[config.mk]
export PLATFORM = sky130hd
export DESIGN_NAME = bcht_ctrl
export DESIGN_NICKNAME = d
export VERILOG_FILES = /design/src/bucketized_cuckoo_hash_table_defines.svh /design/src/bcht_pkg.sv /design/src/bcht_ctrl.sv
export SDC_FILE = /design/constraint.sdc
export NUM_CORES = 1
export LEC_CHECK = 0
export BUFFER_PORTS_ARGS = -buffer_cell sky130_fd_sc_hd__buf_4
export CORE_MARGIN = 8
export CORE_UTILIZATION = 40
export DETAILED_ROUTE_END_ITERATION = 16
export HOLD_SLACK_MARGIN = 0.08
export PLACE_DENSITY = 0.72
export SYNTH_ARGS = -nofsm -noshare
export SYNTH_HDL_FRONTEND = slang
export SYNTH_SLANG_ARGS = --single-unit
[constraint.sdc]
create_clock -name i_clk -period 1.55 [get_ports i_clk]
set_clock_uncertainty 0.2 [all_clocks]
set_input_delay 0.2325 -clock i_clk [delete_from_list [all_inputs] [get_ports i_clk]]
set_output_delay 0.2325 -clock i_clk [all_outputs]
set_load 0.01 [all_outputs]
[src/bucketized_cuckoo_hash_table_defines.svh]
// Assertion macros for the RTL
`ifndef BUCKETIZED_CUCKOO_HASH_TABLE_DEFINES_SVH
`define BUCKETIZED_CUCKOO_HASH_TABLE_DEFINES_SVH
`ifndef ASSERT_OFF
`define BCHT_ASSERT(lbl, clk, rst_n, prop) \
    lbl: assert property (@(posedge clk) disable iff (!rst_n) prop) \
        else $error("bcht assertion failed");
`define BCHT_NEVER(lbl, clk, rst_n, cond) \
    lbl: assert property (@(posedge clk) disable iff (!rst_n) !(cond)) \
        else $error("bcht forbidden condition");
`else
`define BCHT_ASSERT(lbl, clk, rst_n, prop)
`define BCHT_NEVER(lbl, clk, rst_n, cond)
`endif
`endif

[src/bcht_pkg.sv]
`default_nettype none
package bcht_pkg;
    localparam int BUCKETS          = 1024;
    localparam int SLOTS_PER_BUCKET = 4;
    localparam int KEY_BITS         = 64;
    localparam int PAYLOAD_BITS     = 64;
    localparam int HASH_BITS        = 32;
    localparam int NSLOTS           = BUCKETS * SLOTS_PER_BUCKET;
    localparam int IDX_BITS         = $clog2(NSLOTS);
    localparam int BKT_BITS         = $clog2(BUCKETS);
    localparam int SLOT_BITS        = (SLOTS_PER_BUCKET > 1) ? $clog2(SLOTS_PER_BUCKET) : 1;
    localparam int LOG_DEPTH        = 128;
    localparam int LOG_BITS         = 7;
    localparam int LIMIT_BITS       = 7;
    localparam logic [LIMIT_BITS-1:0] LIMIT_RESET = 7'd40;

    typedef enum logic [1:0] {
        OP_INSERT = 2'd0,
        OP_DELETE = 2'd1,
        OP_LOOKUP = 2'd2,
        OP_NOP    = 2'd3
    } t_op;

    typedef enum logic [1:0] {
        RS_OK   = 2'd0,
        RS_MISS = 2'd1,
        RS_FULL = 2'd2
    } t_rsp_status;

    typedef enum logic [3:0] {
        S_CLEAR,
        S_IDLE,
        S_START,
        S_RD,
        S_EVAL,
        S_EVICT,
        S_UNDO_RD,
        S_UNDO_WR,
        S_RESP
    } t_state;

    typedef struct packed {
        logic [HASH_BITS-1:0]    tag;
        logic [HASH_BITS-1:0]    alt;
        logic [KEY_BITS-1:0]     key;
        logic [PAYLOAD_BITS-1:0] pay;
    } t_slot;

    typedef struct packed {
        logic [IDX_BITS-1:0] idx;
        t_slot               slot;
    } t_log;

    typedef struct packed {
        logic load;
        logic clr_wr;
        logic rd_slot;
        logic eval;
        logic wr_fill;
        logic wr_update;
        logic wr_del;
        logic set_found;
        logic next_slot;
        logic next_bucket;
        logic evict;
        logic undo_rd;
        logic undo_wr;
        logic set_full;
        logic set_miss;
        logic out_load;
    } t_dp_cmd;

    typedef struct packed {
        logic clr_last;
        t_op  op;
        logic empty;
        logic match;
        logic last_slot;
        logic second;
        logic at_limit;
        logic log_zero;
    } t_dp_sts;
endpackage
`default_nettype wire

[src/bcht_ctrl.sv]
`default_nettype none
module bcht_ctrl (
    input  wire logic              i_clk,
    input  wire logic              i_rst_n,
    input  wire logic              i_in_valid,
    output logic                   o_in_ready,
    output logic                   o_out_valid,
    input  wire logic              i_out_ready,
    output bcht_pkg::t_dp_cmd      o_cmd,
    input  wire bcht_pkg::t_dp_sts i_sts
);
    import bcht_pkg::*;

    t_state r_state, n_state;
    logic   r_out_valid, n_out_valid;

    always_ff @(posedge i_clk) begin
        if (!i_rst_n) begin
            r_state     <= S_CLEAR;
            r_out_valid <= 1'b0;
        end else begin
            r_state     <= n_state;
            r_out_valid <= n_out_valid;
        end
    end

    always_comb begin
        n_state    = r_state;
        o_cmd      = '0;
        o_in_ready = 1'b0;
        case (r_state)
            S_CLEAR: begin
                o_cmd.clr_wr = 1'b1;
                if (i_sts.clr_last) begin
                    n_state = S_IDLE;
                end
            end
            S_IDLE: begin
                o_in_ready = 1'b1;
                if (i_in_valid) begin
                    o_cmd.load = 1'b1;
                    n_state    = S_START;
                end
            end
            S_START: begin
                case (i_sts.op)
                    OP_INSERT: begin
                        if (i_sts.at_limit) begin
                            o_cmd.set_full = 1'b1;
                            n_state = i_sts.log_zero ? S_RESP : S_UNDO_RD;
                        end else begin
                            n_state = S_RD;
                        end
                    end
                    OP_DELETE, OP_LOOKUP: n_state = S_RD;
                    default: n_state = S_RESP;
                endcase
            end
            S_RD: begin
                o_cmd.rd_slot = 1'b1;
                n_state       = S_EVAL;
            end
            S_EVAL: begin
                o_cmd.eval = 1'b1;
                if (i_sts.op == OP_INSERT) begin
                    if (i_sts.empty) begin
                        o_cmd.wr_fill = 1'b1;
                        n_state       = S_RESP;
                    end else if (i_sts.match) begin
                        o_cmd.wr_update = 1'b1;
                        n_state         = S_RESP;
                    end else if (i_sts.last_slot) begin
                        n_state = S_EVICT;
                    end else begin
                        o_cmd.next_slot = 1'b1;
                        n_state         = S_RD;
                    end
                end else if (i_sts.match) begin
                    if (i_sts.op == OP_DELETE) begin
                        o_cmd.wr_del = 1'b1;
                    end else begin
                        o_cmd.set_found = 1'b1;
                    end
                    n_state = S_RESP;
                end else if (i_sts.last_slot) begin
                    if (i_sts.second) begin
                        o_cmd.set_miss = (i_sts.op == OP_LOOKUP);
                        n_state        = S_RESP;
                    end else begin
                        o_cmd.next_bucket = 1'b1;
                        n_state           = S_RD;
                    end
                end else begin
                    o_cmd.next_slot = 1'b1;
                    n_state         = S_RD;
                end
            end
            S_EVICT: begin
                o_cmd.evict = 1'b1;
                n_state     = S_START;
            end
            S_UNDO_RD: begin
                o_cmd.undo_rd = 1'b1;
                n_state       = S_UNDO_WR;
            end
            S_UNDO_WR: begin
                o_cmd.undo_wr = 1'b1;
                n_state = i_sts.log_zero ? S_RESP : S_UNDO_RD;
            end
            S_RESP: begin
                // hold the result until the output register is free
                if (!r_out_valid || i_out_ready) begin
                    o_cmd.out_load = 1'b1;
                    n_state        = S_IDLE;
                end
            end
            default: n_state = S_CLEAR;
        endcase
    end

    always_comb begin
        n_out_valid = r_out_valid;
        if (o_cmd.out_load) begin
            n_out_valid = 1'b1;
        end else if (i_out_ready) begin
            n_out_valid = 1'b0;
        end
    end

    assign o_out_valid = r_out_valid;
endmodule
`default_nettype wire

==> flow_summary.json, run 1 <==
{
  "outcome": "complete, but fails checks",
  "violations": "negative setup slack",
  "syn_inst": 91,
  "die_x_um": 56.25,
  "cp.arrival_ns": 1.57,
  "areaGrowthSynthToFinish_pct": 126.8,
  "seq_area_frac_synth": 0.1544,
  "setup_tns_ns": -6.954,
  "hold_start": "i_in_valid",
  "yosys_warnings": 0,
  "wl_per_cell_um": 27.77,
  "cap_violations": 0,
  "clock-sinks": 5,
  "first_pass_iters": 5,
  "synth.avg_cell_area_sq_um": 7.122,
  "leakage_nw": 0.6709,
  "peakVddDrop_v": 0.0007972,
  "grt-ovfl-total": 0,
  "antenna_cells": 0,
  "hp-class": "input pin to flop",
  "grt_pass1_wl_um": 5540,
  "clock_path_buffers": 2,
  "reg2reg_to": "r_state[0]",
  "crit_path_top_delay_cell": "or4b_4",
  "crit_start": "r_state[1]",
  "clkLatencyLatePin_ns": 0.27,
  "clk_pin_slew_ns": 0.06,
  "drt_wl_total_um": 4748,
  "root_buffer": "clkbuf_4",
  "slowest_delay_ns": 0.52,
  "grt_use_total": 0.2162,
  "cts-buffers-inserted": 3,
  "r2r_setup_slack_ns": -0.41,
  "cts_tree": "done",
  "stdcell_count": 171,
  "setup_viol": 21,
  "yosysUniqueCellTypes": 35,
  "syn_nets": 109,
  "worst_slack_ns": -0.4510,
  "final_cell_mix": "buf_4 (46), buf_6 (18), nand2_1 (10)",
  "ff2ff_path_depth": 7,
  "synth_seq_cells": 5,
  "dp.cells": 148,
  "combPwrFrac": 0.721,
  "drive_above_1_share": 0.6839,
  "crit_path_max_fanout": 4,
  "die_y_um": 56.25,
  "io_pins": 31,
  "whs_path_depth": 4,
  "relSlewSlack": 0.7338,
  "seqPwrFrac": 0.148,
  "p_int_uw": 796.1,
  "criticalPathCategory": "flop to output pin",
  "place.gp.congestion": 0.8263,
  "grt_antenna_before_repair": 0,
  "path_cells": "buf_12 -> or4b_4 -> nor2b_4 -> buf_4",
  "nNetsFinal": 174,
  "worst_pin_slew_ns": 0.3951,
  "whs_ns": 0.1840,
  "fin_crit_sh": 1.291,
  "netlist_area_sq_um": 648.1,
  "htree_num_levels": 1,
  "grt_pass1_vias": 1130,
  "pwr-share-clk": 0.132,
  "worstPathRequired_ns": 1.12,
  "powerDensity_mw_per_mm2": 975.2,
  "slew_viol_final": 0,
  "critPathLaunchType": "flop",
  "pre_cts_ws_ns": -0.1821,
  "route.detailed.drc": 0,
  "cpLargestDelayFamily": "simple AND/OR/NAND/NOR gates",
  "drtIter0Drc": 87,
  "rows": 14,
  "max_freq_ghz": 0.4997,
  "hpwl_um": 1781,
  "final_hold_viol_count": 0,
  "timing.rr.start": "r_state[1]",
  "total_power_mw": 1.434,
  "fillers": 21,
  "vias_per_cell": 6.959,
  "crit_buf_inv": 2,
  "core-area_sq_mm": 0.001506,
  "grt_max_degree": 9,
  "hold_path_end": "r_state[0]",
  "final_common_cell": "buf_4",
  "io_buffers": 30,
  "swShare": 0.4447,
  "ant_nets": 0,
  "rsz0062_at_grt": "yes",
  "initial_core_util": 0.4302,
  "routed-via-count": 1190,
  "endpoint_kind": "output pin",
  "min_period_ns": 2.001,
  "die_area_sq_mm": 0.003164,
  "switching_power_uw": 637.6
}
kinds of logic (layout without fill, tap and decap cells):
kind of cell               count (synthesis)  in the layout  synth area share
and+or+nand+nor                           50             50            0.4363
AOI/OAI and AO/OA                         20             20            0.2259
adders and majority gates                  5              5           0.09653
buffers and inverters                     11             75           0.08685
DFF                                        5              5            0.1544
routing by layer:
layer | global-route usage | share of wire
met5 | 0 | 0
met4 | 0.1237 | 0.086
met3 | 0.05393 | 0.12
met2 | 0.4025 | 0.47
met1 | 0.2080 | 0.33
cell usage after synthesis:
cell type	instances	share of area
a31oi_1	1	0.0097
or4b_4	2	0.042
nor3_1	5	0.039
o21ai_0	3	0.023
inv_1	4	0.023
ha_1	5	0.097
nand2b_1	3	0.029
or4b_1	1	0.015
nor3b_1	3	0.035
a21boi_1	1	0.012
nor4bb_1	1	0.015
nand3_1	3	0.023
nor2b_2	1	0.014
o31a_1	1	0.014
nor4_2	1	0.019
and3_1	1	0.0097
and4b_1	1	0.015
nand3b_1	1	0.012
buf_6	1	0.017
nand2_1	14	0.081
a32oi_1	1	0.014
nor4_1	2	0.019
clkbuf_1	3	0.017
buf_1	1	0.0058
a211o_1	2	0.027
dfxtp_1	5	0.15
a21oi_1	4	0.031
nor2_1	10	0.058
buf_4	2	0.023
and2_1	1	0.0097
a21boi_0	2	0.023
o221ai_1	1	0.014
a21o_1	2	0.023
o211ai_1	1	0.012
o32ai_2	1	0.025
worst max-delay path by stage:
stage,slack (ns),cells past startpoint,endpoint
floorplan,-0.07,4,o_cmd[10]
global placement,-0.17,5,o_cmd[1]
detailed placement,-0.18,4,o_cmd[15]
CTS,-0.36,5,o_cmd[15]
global route,-0.45,5,o_cmd[15]
finish,-0.45,4,o_cmd[0]
power by group through the flow:
stage	Clock [mW]	Combinational (mW)	Sequential [mW]
after floorplan	0	0.337	0.183
after global placement	0	0.553	0.195
after detailed placement	0	0.559	0.198
after CTS	0.154	0.859	0.201
after global routing	0.192	1.06	0.211
final	0.189	1.03	0.212
metrics by stage:
stage / cell area, sq um / utilization
after floorplan: 710.7 / -
after global placement: 1059 / 0.7027
after detailed placement: 1059 / 0.7027
after CTS: 1368 / 0.9078
after global routing: 1470 / 0.9759
final: 1470 / 0.9759
what timing repair did:
action | 4_1_cts | 5_1_grt
hold buffers | 1 | 0
buffers inserted | 14 | 8
endpoints found under the setup margin | 21 | 22
pin swaps | 11 | 12
gates resized for setup | 41 | 18
endpoints found under the hold margin | 3 | 0
sequential cells by signal, indices dropped and copies added (netlist names):
register     count
r_state          4
o_out_valid      1
layout make-up:
type | instances | area [sq um] | area share
Clock buffer | 4 | 26.28 | 0.01787
Inverter | 4 | 17.52 | 0.01191
Multi-Input combinational cell | 75 | 703.2 | 0.4783
Sequential cell | 5 | 110.1 | 0.07489
Tap cell | 16 | 20.02 | 0.01362
Timing Repair Buffer | 67 | 593.1 | 0.4034
worst min-delay path, cell delays in order:
cell and delay (ns):
buf_4 0.12, nor2_1 0.06, nand2_1 0.11, a32oi_1 0.08
Power figures use the tool's default switching activity.
==> run 2: changes to the inputs <==
Settings changed: ABC_AREA set to 1.
==> flow_summary.json, run 2 <==
{
  "setup_viol": 11,
  "io_buffers": 30,
  "worst_pin_slew_ns": 0.4187,
  "reg2reg_to": "r_state[3]",
  "crit_path_top_delay_cell": "nor4_1",
  "cap_violations": 0,
  "routed-via-count": 959,
  "swShare": 0.4275,
  "combPwrFrac": 0.620,
  "synth_flop_cell": "dfxtp_1",
  "synthTopCellsByArea": "dfxtp_1 (15%), nor2_1 (14%), nand2_1 (13%)",
  "synth_most_common_cell": "nor2_1",
  "whs_ns": 0.1927,
  "hp-class": "input pin to flop",
  "seq_area_frac_synth": 0.1547,
  "leakage_nw": 0.6182,
  "max_freq_ghz": 0.5705,
  "grt_pass1_vias": 914,
  "relSlewSlack": 0.7183,
  "dp.cells": 171,
  "first_pass_iters": 4,
  "min_period_ns": 1.753,
  "seqPwrFrac": 0.197,
  "clock-sinks": 5,
  "clock_path_buffers": 2,
  "top_register": "r_state",
  "slowest_delay_ns": 0.38,
  "vias_per_cell": 5.184,
  "pre_cts_ws_ns": -0.1063,
  "yosys_warnings": 0,
  "cp-endpoint": "o_cmd[0]",
  "slew_viol_final": 0,
  "core-area_sq_mm": 0.001506,
  "root_buffer": "clkbuf_4",
  "dpl_cell_area_sq_um": 980.9,
  "cts_tree": "done",
  "synth_top_area_share": 0.1547,
  "stdcell_count": 185,
  "yosysUniqueCellTypes": 20,
  "grt_max_degree": 8,
  "route.detailed.drc": 0,
  "synth_commonest_cells": "nor2_1 (24), nand2_1 (23), inv_1 (18), nand3_1 (11), nor3_1 (8)",
  "final-seq-area_sq_um": 106.4,
  "path_cells": "inv_2 -> nand2_4 -> nor4_1 -> buf_4",
  "place.gp.congestion": 0.8615,
  "pwr-share-clk": 0.183,
  "synth.avg_cell_area_sq_um": 5.674,
  "htree_num_levels": 1,
  "clkLatencyLatePin_ns": 0.24,
  "outcome": "complete, but fails checks",
  "switching_power_uw": 342.6,
  "finish.utilization": 0.8530,
  "async_flop_share": 0,
  "largest_reg_flops": 4,
  "drive_above_1_share": 0.5444,
  "violations": "negative setup slack",
  "rows": 14,
  "ant_nets": 0,
  "drt_wl_total_um": 2654,
  "crit_buf_inv": 2,
  "powerDensity_mw_per_mm2": 623.6,
  "final_hold_viol_count": 0,
  "die_y_um": 56.22,
  "grt-ovfl-total": 0,
  "rsz0062_at_grt": "yes",
  "grt_use_total": 0.1495,
  "r2r_setup_slack_ns": 0.05,
  "multi_input_area_sq_um": 631.9,
  "p_int_uw": 458.7,
  "synth_edf_count": 0,
  "grt_pass1_wl_um": 4077,
  "cpLargestDelayFamily": "simple AND/OR/NAND/NOR gates",
  "critPathLaunchType": "flop",
  "crit_path_max_fanout": 3,
  "cp.arrival_ns": 1.32,
  "peakVddDrop_v": 0.0009634,
  "nNetsFinal": 188,
  "die_x_um": 56.22,
  "wl_per_cell_um": 14.35,
  "fillers": 97,
  "timing.rr.start": "r_state[0]",
  "worst_slack_ns": -0.2029,
  "netlist_area_sq_um": 646.9,
  "clk_pin_slew_ns": 0.04,
  "worstPathRequired_ns": 1.12,
  "cts-buffers-inserted": 3,
  "final_common_cell": "buf_4",
  "syn_nets": 132,
  "syn_inst": 114,
  "antenna_cells": 0,
  "die_area_sq_mm": 0.003160,
  "initial_core_util": 0.4294,
  "crit_start": "r_state[1]",
  "io_pins": 31,
  "criticalPathCategory": "flop to output pin",
  "final_cell_mix": "buf_4 (44), nand2_1 (20), nor2_1 (16)",
  "yosysTopAreaCell": "dfxtp_1",
  "synth_seq_cells": 5,
  "crit_cells": 4,
  "fin_crit_sh": 1.131,
  "hpwl_um": 1785,
  "areaGrowthSynthToFinish_pct": 98.65,
  "ff2ff_path_depth": 9,
  "endpoint_kind": "output pin",
  "drtIter0Drc": 24,
  "grt_antenna_before_repair": 0,
  "final_area_sq_mm": 0.001285
}
==> run 2: cell count changes after synthesis, sizes merged, moves of 3 or more <==
cell / before / now
inv: 4 / 20
nor2: 10 / 26
nand2: 14 / 25
nand3: 3 / 12
a21boi: 3 / 0
a21oi: 4 / 1
buf: 4 / 1
clkbuf: 3 / 0
nand2b: 3 / 0
nor3: 5 / 8
nor3b: 3 / 0
or4b: 3 / 0
==> run 2: timing repair <==
item                                    in CTS  in global routing
endpoints found under the setup margin      16                 18
gates resized for setup                     18                 37
pin swaps                                    4                  6
hold buffers                                 2                  0
buffers inserted                             4                  5
hold endpoints to repair                     4                  0
gates cloned                                 0                  0
==> run 2: cell type report <==
class | count | area share
repair buffers | 52 | 0.3252
inverters | 20 | 0.06426
clock buffers | 4 | 0.02045
multi-input cells | 88 | 0.4917
well taps | 16 | 0.01558
flip-flops and latches | 5 | 0.08277
==> run 2: worst min path at each step <==
stage | startpoint | endpoint | slack, ns | depth (start not counted)
3_3_place_gp | i_rst_n | r_state[3] | 0.23 | 3
5_1_grt | i_out_ready | o_out_valid | 0.20 | 4
3_5_place_dp | i_rst_n | r_state[3] | 0.24 | 3
4_1_cts | i_out_ready | o_out_valid | 0.15 | 4
6_report | i_out_ready | o_out_valid | 0.19 | 4
2_1_floorplan | i_rst_n | r_state[3] | 0.13 | 2
==> run 2: layer usage <==
layer,global-route usage,vias to the layer above,routed length (um)
li1,-,473,-
met1,0.1645,447,1040
met2,0.2599,33,1401
met3,0.06621,6,168
met4,0.02405,0,44
met5,0,-,0
==> run 2: worst reg2reg max path: stages (launching register included) <==
cell and delay (ns):
dfxtp_1 0.35, inv_2 0.07, nand2_4 0.10, nor2_8 0.06
buf_4 0.13, buf_4 0.13, o211ai_1 0.10, nand4_1 0.14
nand2_1 0.09, inv_1 0.04
==> run 2: logic make-up (layout without fill, tap and decap cells) <==
family                     count (synthesis)  in the layout  share of synthesized area
DFF                                        5              5                     0.1547
AOI/OAI and AO/OA                          8              8                    0.06961
adders and majority gates                  5              5                    0.09671
and+or+nand+nor                           75             75                     0.5513
buffers and inverters                     21             76                     0.1277
==> run 2: through the flow <==
step	total power [mW]	TNS, ns
after floorplan	0.3675	0
after global placement	0.5113	-0.04511
after global routing	0.8626	-2.116
after CTS	0.7150	-1.072
final	0.8013	-1.031
after detailed placement	0.5143	-0.2618
==> run 2: power groups by stage <==
stage | registers, mW | logic [mW] | clock network [mW]
after global placement | 0.157 | 0.354 | 0
after global routing | 0.158 | 0.543 | 0.161
after floorplan | 0.162 | 0.205 | 0
after CTS | 0.158 | 0.404 | 0.153
after detailed placement | 0.158 | 0.356 | 0
final | 0.157 | 0.497 | 0.147
==> run 3: changes to the inputs <==
Settings changed: CORE_UTILIZATION 40 to 45, PLACE_DENSITY 0.72 to 0.77.
Clock period 1.55 ns to 1.95 ns, I/O delays scaled along.
==> flow_summary.json, run 3 (same netlist as run 2, synthesis figures left out) <==
{
  "met3_length_um": 188,
  "topRoutingLayerUsed": "met4",
  "setup_viol": 0,
  "grt_max_degree": 8,
  "io_buffers": 30,
  "clock_path_buffers": 2,
  "outcome": "complete, no violations",
  "drt_wl_total_um": 2113,
  "rsz0062_at_grt": "yes",
  "io_pins": 31,
  "nNetsFinal": 169,
  "cts-buffers-inserted": 3,
  "slew_viol_final": 0,
  "rows": 13,
  "hold_start": "i_in_valid",
  "clkLatencyLatePin_ns": 0.24,
  "drive_above_1_share": 0.3267,
  "place.gp.congestion": 0.8955,
  "route.detailed.drc": 0,
  "dp.cells": 160,
  "top_register": "r_state",
  "cts_tree": "done",
  "worst_slack_ns": 0.04615,
  "fin_crit_sh": 0.9763,
  "met2_length_um": 1029,
  "criticalPathCategory": "flop to output pin",
  "crit_path_max_fanout": 5,
  "cts_setup_buffers": 0,
  "cp.arrival_ns": 1.41,
  "endpoint_kind": "output pin",
  "crit_start": "r_state[2]",
  "grt_antenna_before_repair": 0,
  "vias_per_cell": 5.194,
  "grt_pass1_vias": 859,
  "final_cell_mix": "buf_4 (32), nor2_1 (24), nand2_1 (23)",
  "stdcell_count": 165,
  "wl_per_cell_um": 12.81,
  "htree_num_levels": 1,
  "grt_pass1_wl_um": 3456,
  "grt_use_total": 0.1513,
  "hpwl_um": 1746,
  "whs_ns": 0.1327,
  "relSlewSlack": 0.8113,
  "total_power_uw": 511.0,
  "peakVddDrop_v": 0.0003825,
  "die_y_um": 53.92,
  "ant_nets": 0,
  "fillers": 116,
  "final_hold_viol_count": 0,
  "clk_pin_slew_ns": 0.05,
  "largest_reg_flops": 4,
  "clock-sinks": 5,
  "first_pass_iters": 4,
  "hp-class": "input pin to flop",
  "max_freq_ghz": 0.5253,
  "initial_core_util": 0.4910,
  "leakage_nw": 0.4908,
  "pre_cts_ws_ns": 0.1623,
  "worstPathRequired_ns": 1.46,
  "grt-ovfl-total": 0,
  "areaGrowthSynthToFinish_pct": 49.52,
  "powerDensity_mw_per_mm2": 528.3,
  "root_buffer": "clkbuf_4",
  "antenna_cells": 0,
  "cap_violations": 0,
  "die_area_sq_mm": 0.002907,
  "critPathLaunchType": "flop",
  "setup_tns_ns": 0,
  "core-area_sq_mm": 0.001318,
  "drt-met1-wl_um": 841,
  "min_period_ns": 1.904,
  "final_common_cell": "buf_4",
  "timing.rr.start": "r_state[2]",
  "worst_pin_slew_ns": 0.2831,
  "routed-via-count": 857,
  "drtIter0Drc": 28,
  "die_x_um": 53.92
}
[run 3: cell type report]
cell class                      count  area, sq um  area share
Clock buffer                        4        26.28     0.02717
Tap cell                           15        18.77     0.01940
Sequential cell                     5        100.1      0.1035
Inverter                           20        75.07     0.07762
Multi-Input combinational cell     88        496.7      0.5136
Timing Repair Buffer               33        250.2      0.2587
[run 3: per-stage QoR]
step / utilization / area (sq um)
6_report: 0.7341 / 967.2
5_1_grt: 0.7341 / 967.2
4_1_cts: 0.7094 / 934.6
3_5_place_dp: 0.6819 / 898.4
3_3_place_gp: 0.6819 / 898.4
2_1_floorplan: - / 646.9
[run 3: repair_timing]
item	4_1_cts	5_1_grt
endpoints found under the hold margin	1	0
hold buffers	1	0
gates resized for setup	0	7
endpoints found under the setup margin	0	7
[run 3: power breakdown]
part,switching [mW],internal (mW)
sequential,0.0160,0.114
clock,0.0426,0.0774
combinational,0.155,0.105
total,0.214,0.297
[run 3: worst max-delay path, cell delays in order, from the launching register on]
cell     delay (ns)
dfxtp_1        0.34
buf_4          0.16
nor2_1         0.18
nand3_1        0.16
nor3_2         0.17
buf_4          0.16
[run 3: layer usage]
metal	global-route usage	up-vias
met2	0.2683	50
met5	0	-
met4	0.07143	0
met3	0.03306	8
li1	-	436
met1	0.1659	363
[run 3: path summary, 6_finish.rpt]
check,to,slack [ns],depth (start not counted)
min,r_state[0],0.13,4
max,o_cmd[2],0.05,5
max reg2reg,r_state[2],0.39,8
min reg2reg,o_out_valid,0.43,4
